### src/rtl/tcp_pkg.sv
// Package of constants, tables and types for the triangle cull and project block.
package tcp_pkg;

   localparam int COORD_WIDTH_DEF = 16;
   localparam int QUEUE_DEPTH_DEF = 4;
   localparam int DIST_WIDTH      = 16;
   localparam logic [DIST_WIDTH-1:0] DIST_RESET = 16'd256;

   localparam int STATUS_WIDTH = 2;
   localparam logic [STATUS_WIDTH-1:0] STATUS_VISIBLE = 2'd0;
   localparam logic [STATUS_WIDTH-1:0] STATUS_CULLED  = 2'd1;
   localparam logic [STATUS_WIDTH-1:0] STATUS_ZERO_Z  = 2'd2;

   localparam int NUM_COORDS = 9;
   localparam int NUM_LANES  = 6;
   localparam int NUM_TERMS  = 6;

   // Coordinate indexes: x0 y0 z0 x1 y1 z1 x2 y2 z2 are 0 to 8.
   // Each determinant term is the product of three coordinates.
   localparam int unsigned TERM_A [NUM_TERMS] = '{0, 0, 1, 1, 2, 2};
   localparam int unsigned TERM_B [NUM_TERMS] = '{4, 5, 3, 5, 3, 4};
   localparam int unsigned TERM_C [NUM_TERMS] = '{8, 7, 8, 6, 7, 6};
   localparam logic [NUM_TERMS-1:0] TERM_NEG = 6'b100110;

   typedef struct packed {
      logic full;
      logic empty;
   } tcp_q_stat_type;

endpackage

### src/rtl/tcp_queue.sv
// Short queue that decouples the facing test from the projection pipeline.
module tcp_queue #(
   parameter int ENTRY_WIDTH = 8,
   parameter int DEPTH       = tcp_pkg::QUEUE_DEPTH_DEF
) (
   input  logic                   clock,
   input  logic                   reset,
   input  logic                   push,
   input  logic [ENTRY_WIDTH-1:0] wr_data,
   input  logic                   pop,
   output logic [ENTRY_WIDTH-1:0] rd_data,
   output tcp_pkg::tcp_q_stat_type q_stat
);
   import tcp_pkg::*;

   localparam int AW = (DEPTH > 1) ? $clog2(DEPTH) : 1;
   localparam int NW = $clog2(DEPTH + 1);
   localparam logic [AW-1:0] LAST = AW'(DEPTH - 1);

   logic [ENTRY_WIDTH-1:0] mem_ff [DEPTH];
   logic [AW-1:0] wr_ptr_ff, wr_ptr_in, rd_ptr_ff, rd_ptr_in;
   logic [NW-1:0] cnt_ff, cnt_in;

   assign q_stat.full  = (cnt_ff == NW'(DEPTH));
   assign q_stat.empty = (cnt_ff == '0);
   assign rd_data      = mem_ff[rd_ptr_ff];

   always_comb begin
      wr_ptr_in = wr_ptr_ff;
      rd_ptr_in = rd_ptr_ff;
      cnt_in    = cnt_ff;
      if (push) begin
         wr_ptr_in = (wr_ptr_ff == LAST) ? '0 : wr_ptr_ff + AW'(1);
      end
      if (pop) begin
         rd_ptr_in = (rd_ptr_ff == LAST) ? '0 : rd_ptr_ff + AW'(1);
      end
      if (push && !pop) begin
         cnt_in = cnt_ff + NW'(1);
      end else if (pop && !push) begin
         cnt_in = cnt_ff - NW'(1);
      end
   end

   always_ff @(posedge clock) begin
      if (reset) begin
         wr_ptr_ff <= '0;
         rd_ptr_ff <= '0;
         cnt_ff    <= '0;
      end else begin
         wr_ptr_ff <= wr_ptr_in;
         rd_ptr_ff <= rd_ptr_in;
         cnt_ff    <= cnt_in;
      end
   end

   always_ff @(posedge clock) begin
      if (push) begin
         mem_ff[wr_ptr_ff] <= wr_data;
      end
   end
endmodule

### config.mk
export PLATFORM = sky130hd
export DESIGN_NAME = tcp_queue
export DESIGN_NICKNAME = d
export VERILOG_FILES = /design/src/rtl/tcp_pkg.sv /design/src/rtl/tcp_queue.sv
export SDC_FILE = /design/constraint.sdc
export NUM_CORES = 1
export LEC_CHECK = 0
export BUFFER_PORTS_ARGS = -buffer_cell sky130_fd_sc_hd__buf_2
export CAP_MARGIN = 5
export CORE_UTILIZATION = 46
export CTS_CLUSTER_SIZE = 8
export DETAILED_ROUTE_END_ITERATION = 8
export HOLD_SLACK_MARGIN = 0.1
export PLACE_DENSITY_LB_ADDON = 0.25
export SLEW_MARGIN = 20
export SYNTH_ARGS = -nofsm -noshare
export SYNTH_HDL_FRONTEND = slang
export SYNTH_SLANG_ARGS = --single-unit
### constraint.sdc
create_clock -name clock -period 1.91 [get_ports clock]
set_input_delay 0.4775 -clock clock [delete_from_list [all_inputs] [get_ports clock]]
set_output_delay 0.4775 -clock clock [all_outputs]
set_load 0.01 [all_outputs]
* Word level (Yosys, flattened, before mapping)
Memory sizes are Yosys's and may differ from the RTL's. A register that Yosys moved wholly into a read port is not among the register bits.
Cells that the tools add are included.
Widths: inputs -> output; s select.
** Word-level totals
- Bits in writable memories :: 32
- Memories :: 1
- Bits of input ports :: 12
- Register bits :: 7
- Logic and storage cells :: 25
- Output and inout port bits :: 10
** Memories
- mem_ff :: words 4, width 8, rd ports 1, clocked after Yosys merged registers in 1, write ports 1, line tcp_queue.sv:20 : logic [ENTRY_WIDTH-1:0] mem_ff [DEPTH];
** Cells by class
- Add/sub/neg operators :: 4
- Reductions and logical operators :: 6
- Mux-type cells :: 8
- Eq/ne operators :: 3
** Operators with widths (count)
- $mux 2 :: 4
- $mux 3 :: 2
- $add 2x1->2 const B :: 2
- $eq 2x2->1 const B :: 2
- $add 3x1->3 const B :: 1
- $eq 3x3->1 const B :: 1
- $logic_not 3->1 :: 1
- $sub 3x1->3 const B :: 1
- $logic_and 1x1->1 :: 2
- $logic_not 1->1 :: 2
- $mux 1 :: 2
- $reduce_bool 2->1 :: 1

* Logic depth before layout (Yosys ltp)
Gate-level depths: netlist (run 1).
- Word-level depth :: 4
- Gate-level depth with buffers :: 7
- Mapped depth without buffers :: 7

* Worst setup path before layout (run 1)
OpenSTA, ideal clock, no wires.
- Path kind :: in2reg
- From :: input pop
- To :: register cnt_ff[2]
- Arrival time :: 1.669 ns
- Required time :: 1.840 ns
- Stages on the path :: 7
- Path buffers :: 0
- Slack :: 0.171 ns
- Setup time :: 0.070 ns
- Path through :: inv_1 ha_1 inv_1 fa_1 xor2_1 or3_1 a21oi_1
** Between the ends
- Longest elaborated chain between the ends :: 3
- Elaborated cells on any way between the ends :: 5
- Classes of those cells :: 1 x mux; 4 x reduce/logical
** Ends and longest elaborated chain
- start, declared :: line tcp_queue.sv:10 : input logic pop,
- $logic_not 1->1 :: line tcp_queue.sv:38 : if (push && !pop) begin
- $logic_and 1x1->1 :: line tcp_queue.sv:38
- $mux 3 / $reduce_bool 2->1 (equally long branches)
- end signal, assigned :: line tcp_queue.sv:53 : cnt_ff <= cnt_in;
- end, declared :: line tcp_queue.sv:22 : logic [NW-1:0] cnt_ff, cnt_in;
Parallel ways exist; a longest one is shown, timed or not.
A chain may end at the register's enable or synchronous reset.

==> results of run 1 <==
flip-flops by register name, indices dropped and copies added (netlist names), named ones only:
| signal | cells |
|---|---|
| mem_ff | 32 |
| wr_ptr_ff | 2 |
| rd_ptr_ff | 2 |
| cnt_ff | 3 |
metrics by stage:
| stage | hold slack (ps) | util |
|---|---|---|
| finish | 335 | 0.580 |
| global route | 304 | 0.580 |
| CTS | 325 | 0.567 |
| detailed placement | 486 | 0.533 |
| global placement | 479 | 0.533 |
| floorplan | 460 | - |
layer usage:
metal	up-vias	track usage	wire [um]
li1	379	-	-
met1	411	0.146	922
met4	0	0.0682	28
met5	-	0	0
met3	4	0.0704	105
met2	19	0.278	1290
path summary, 6_finish.rpt:
check,cells after the start,end,from
worst max-delay path,3,rd_data[3],register
worst min-delay path,1,mem_ff[2][7]$_DFFE_PP_,wr_data[7]
worst min register to register,2,cnt_ff[2]$_SDFFE_PP0P_,cnt_ff[2]$_SDFFE_PP0P_
worst max register to register,4,cnt_ff[2]$_SDFFE_PP0P_,cnt_ff[0]$_SDFFE_PP0P_
final cells by class:
type | count | area [sq um] | area share
inverter | 4 | 15.0 | 0.00775
clock inverter | 3 | 68.8 | 0.0355
tap | 46 | 57.6 | 0.0297
timing repair buffer | 24 | 190 | 0.0982
clock buffer | 5 | 37.5 | 0.0194
multi-input combinational | 39 | 425 | 0.220
sequential | 41 | 1140 | 0.590
where the power goes:
| group | total, W | internal [W] | leakage, nW | switching (W) |
|---|---|---|---|---|
| Sequential | 0.00105 | 0.00101 | 0.369 | 0.0000325 |
| Clock | 0.000687 | 0.000412 | 0.0558 | 0.000275 |
| Combinational | 0.000240 | 0.000133 | 0.301 | 0.000107 |
synth_stat cells (all sizes together):
cell type / number / area (sq um)
nor3: 1 / 5.00
nor3b: 2 / 15.0
mux2i: 4 / 40.0
o21ai: 1 / 5.00
xor2: 2 / 17.5
nor2: 7 / 26.3
fa: 1 / 20.0
inv: 4 / 15.0
buf: 1 / 11.3
dfxtp: 9 / 180
or3: 1 / 6.26
edfxtp: 32 / 961
clkbuf: 1 / 5.00
ha: 6 / 75.1
mux4: 8 / 180
a21oi: 2 / 10.0
and2: 4 / 25.0
kinds of logic after synthesis:
| logic type | after synthesis | share of synthesized area |
|---|---|---|
| compound gates | 3 | 0.00939 |
| mux | 12 | 0.138 |
| flops | 41 | 0.714 |
| buf+inv | 6 | 0.0196 |
| xor+xnor | 2 | 0.0110 |
| fa+ha+maj | 7 | 0.0595 |
| simple gates | 15 | 0.0485 |
worst reg2reg max path: stages (launching register included):
cell and delay, ps:
dfxtp_1 380, fa_1 440, xor2_1 160, or3_1 300, a21oi_1 130
repair_timing:
item | in CTS | in global routing
setup buffers | 0 | 0
gates resized for setup | 2 | 7
endpoints found under the hold margin | 0 | 0
endpoints found under the setup margin | 8 | 8
placed cells by master (no fill, tap or decap), drive strengths merged:
| cell type | Yosys | routed |
|---|---|---|
| o21ai | 1 | 1 |
| dfxtp | 9 | 9 |
| bufinv | 0 | 2 |
| mux4 | 8 | 8 |
| clkbuf | 1 | 5 |
| mux2i | 4 | 4 |
| edfxtp | 32 | 32 |
| nor3 | 1 | 1 |
| buf | 1 | 24 |
| xor2 | 2 | 2 |
| ha | 6 | 6 |
| fa | 1 | 1 |
| nor3b | 2 | 2 |
| and2 | 4 | 4 |
| or3 | 1 | 1 |
| nor2 | 7 | 7 |
| inv | 4 | 5 |
| a21oi | 2 | 2 |
==> results.toml, run 1 <==
[sta]
setup_viol = 8
relSlewSlack = 0.708
period_minus_slack_ps = 1980
finClkSkew_ps = 6.71
drv_slew = 0
fin_ws_ps = -67.0
tightest_slew_ps = 439
timing.final.crit_share = 1.04
rsz0062_at_grt = "true"
fin_setup_tns_ps = -423
hold_violations = 0
max_freq_mhz = 506

[die]
die_height_um = 60.9
die_area_sq_mm = 0.00371
rows = 21
core_area_sq_mm = 0.00334
die_x_um = 60.9
start_util = 0.479
ioPinCount = 22

[pwr]
power.density_mw_per_mm2 = 1020
ir_drop_v = 0.000723
finalPower_w = 0.00197
leakagePower_nw = 0.725

[placement]
place_ws_ps = -22.5
port_buffers = 21
placed_cells = 154
place.gp.congestion = 0.666
hpwl_um = 1700
dpl_cell_area_sq_mm = 0.00178

[logic_synthesis]
ys_seq_area_frac = 0.714
syn-num-nets = 105
ys_ff_latch = 41
synthCells = 86
yosysWarnings = 0
synth_cell_types = 17
netlist_area_sq_mm = 0.00160
synth_area_per_cell_sq_um = 18.6

[status]
status = "finished, violations left"
violations = "setup timing"

[critical_path]
worst-path-buf-inv = 2
slowest_delay_ps = 520
critPathSlowestCell = "mux4_2"
worstSetupPathType = "reg2out"
worstPathCellList = "buf_12 > mux4_2 > buf_6"
cp_max_fo = 8
critPathLaunchType = "register"
cp.arrival_ps = 1500
cp-end-kind = "output port"
critPathRequiredTime_ps = 1430
rrSetupSlack_ps = 440
crit_family = "multiplexers"

[routing]
drc = 0
dr.pass1.iters = 4
vias_per_cell = 5.02
drt_iter0_drc = 24
postRouteAntennaNets = 0
drt-total-wl_um = 2350
num_vias = 813
wl_per_cell_um = 14.5

[global_routing]
grt_overflow_total = 0
gr-usage-all-layers = 0.153
grt_max_degree = 15
grt_pass1_wl_um = 3710
grt_pass1_vias = 831
antenna_found_initial = 0

[final_layout]
synthToLayoutAreaGrowth_pct = 21.2
nFillCells = 282
drive_gt1_frac = 0.353
fin_nets = 134
final_cell_area_sq_mm = 0.00194
num_antenna_cells = 0
layout.cells.non_filler = 162

[clock_tree]
cts-root-buf = "clkbuf_4"
cts.sinks = 41
clk_pin_slew_ps = 120
cts_inserted_buffers = 5
clk_path_buf_depth = 2
htreeDepth = 2
tritoncts = "built"
cts_hold_buf = 0
clkLatencyLatePin_ps = 340

[worst_hold_path]
hp-class = "in2reg"

[job]
drv_cap = 0
(Power assumes the default switching activity.)
==> inputs of run 2 (changes only) <==
--- a/config.mk
+++ b/config.mk
@@ -8,8 +8,10 @@
 export BUFFER_PORTS_ARGS = -buffer_cell sky130_fd_sc_hd__buf_2
 export CAP_MARGIN = 5
 export CORE_UTILIZATION = 46
+export CTS_CLUSTER_DIAMETER = 150
 export CTS_CLUSTER_SIZE = 8
 export DETAILED_ROUTE_END_ITERATION = 8
+export GPL_ROUTABILITY_DRIVEN = 1
 export HOLD_SLACK_MARGIN = 0.1
 export PLACE_DENSITY_LB_ADDON = 0.25
 export SLEW_MARGIN = 20
==> constraint.sdc (replaced) <==
create_clock -name clock -period 2.1 [get_ports clock]
set_input_delay 0.525 -clock clock [delete_from_list [all_inputs] [get_ports clock]]
set_output_delay 0.525 -clock clock [all_outputs]
set_load 0.01 [all_outputs]
==> run 2 against run 1 <==
The run now ends clean. Final cell count fell by 1.2%. Final area shrank 4.0%. Hold slack improved by 63 ps. Critical path depth stayed put. Utilization shrank 2.3 points. Total power decreased by 12%. Sequential share of layout area is 2.5 points higher. Die area unchanged. Non-clock buffer count decreased by 2.
==> results.toml, run 2 (synthesis gave the netlist of run 1 again) <==
[global_routing]
grt_pass1_wl_um = 3510
grt_pass1_vias = 792
grt_max_degree = 14
antenna_found_initial = 0
gr-usage-all-layers = 0.143
grt_overflow_total = 0

[critical_path]
cp.arrival_ps = 1490
cp_max_fo = 8
critPathRequiredTime_ps = 1570
worstSetupPathType = "reg2out"
cp-end-kind = "output port"
critPathLaunchType = "register"

[routing]
drt-total-wl_um = 2280
dr.pass1.iters = 2
vias_per_cell = 4.96
wl_per_cell_um = 14.2
drc = 0
postRouteAntennaNets = 0
drt_iter0_drc = 29
num_vias = 793

[sta]
tightest_slew_ps = 442
fin_setup_tns_ps = 0
setup_viol = 0
rsz0062_at_grt = "false"
drv_slew = 0
hold_violations = 0
holdWs_ps = 398
fin_ws_ps = 88.4
timing.final.crit_share = 0.958
period_minus_slack_ps = 2010
relSlewSlack = 0.705
finClkSkew_ps = 6.13
max_freq_mhz = 497

[final_layout]
final_common_cell = "edfxtp_1"
drive_gt1_frac = 0.342
largest_reg_flops = 32
synthToLayoutAreaGrowth_pct = 16.4
num_antenna_cells = 0
nFillCells = 283
largest_registers = "mem_ff: 32 flops, cnt_ff: 3 flops"
final_cell_area_sq_mm = 0.00186
fin_nets = 132
layout.cells.non_filler = 160
final_cell_mix = "32 x edfxtp_1, 21 x buf_2, 8 x mux4_2, 8 x dfxtp_1, 7 x nor2_1"
largest_register = "mem_ff"

[pwr]
p_comb_frac = 0.106
ir_drop_v = 0.000513
p_sw_w = 0.000362
seq_power_share = 0.545
switching_share = 0.207
p_int_w = 0.00138
power.density_mw_per_mm2 = 939
pwr-share-clk = 0.349
leakagePower_nw = 0.695

[clock_tree]
htreeDepth = 2
cts-root-buf = "clkbuf_4"
clkLatencyLatePin_ps = 330
cts_setup_buffers = 0
clk_path_buf_depth = 2
cts_hold_buf = 0
tritoncts = "built"
cts.sinks = 41
clk_pin_slew_ps = 120
cts-resized-gates = 0
cts_inserted_buffers = 5

[die]
die_area_sq_mm = 0.00371
rows = 21
start_util = 0.479
ioPinCount = 22
core_area_sq_mm = 0.00334
die_height_um = 60.9
die_x_um = 60.9

[worst_hold_path]
hp-class = "in2reg"

[placement]
place.gp.congestion = 0.639
place_ws_ps = 66.5
port_buffers = 21
hpwl_um = 1570
dpl_cell_area_sq_mm = 0.00175
placed_cells = 152

[job]
drv_cap = 0

[status]
status = "finished, final reports clean"
==> run 2: per-layer routing <==
layer	vias to the layer above	GRT usage	wire, um	share of wire
met5	-	0	0	0
met4	0	0.0779	33	0.015
met3	5	0.0384	84	0.037
met2	16	0.250	1180	0.52
met1	391	0.160	972	0.43
li1	381	-	-	-
==> run 2: cell type report <==
type / count / area, sq um / area share
clock inverter: 3 / 65.1 / 0.0350
inverter: 4 / 15.0 / 0.00808
timing repair buffer: 22 / 116 / 0.0626
clock buffer: 5 / 37.5 / 0.0202
tap: 46 / 57.6 / 0.0310
multi-input combinational: 39 / 425 / 0.229
sequential: 41 / 1140 / 0.614
==> run 2: power by group through the flow <==
stage          sequential [W]  combinational (W)  clock (W)
6_report             0.000951           0.000185   0.000610
5_1_grt              0.000957           0.000212   0.000655
4_1_cts              0.000952           0.000188   0.000621
3_5_place_dp         0.000970           0.000186          0
3_3_place_gp         0.000967           0.000182          0
2_1_floorplan        0.000959           0.000127          0
==> run 2: worst paths after layout <==
check / slack (ps) / startpoint / cells after the start / to
min: 400 / wr_data[0] / 1 / mem_ff[0][0]$_DFFE_PP_
max: 90 / register / 3 / rd_data[1]
max reg2reg: 600 / cnt_ff[0]$_SDFFE_PP0P_ / 4 / cnt_ff[2]$_SDFFE_PP0P_
min reg2reg: 540 / cnt_ff[2]$_SDFFE_PP0P_ / 2 / cnt_ff[2]$_SDFFE_PP0P_
==> run 2: critical path, cell delays in order (launching register included) <==
cell     delay, ps
dfxtp_2        340
buf_6          160
mux4_2         510
buf_2          150
==> run 2: stage by stage <==
stage,utilization,total power [W]
floorplan,-,0.00109
global placement,0.525,0.00115
detailed placement,0.525,0.00116
CTS,0.556,0.00176
global route,0.557,0.00182
finish,0.557,0.00175
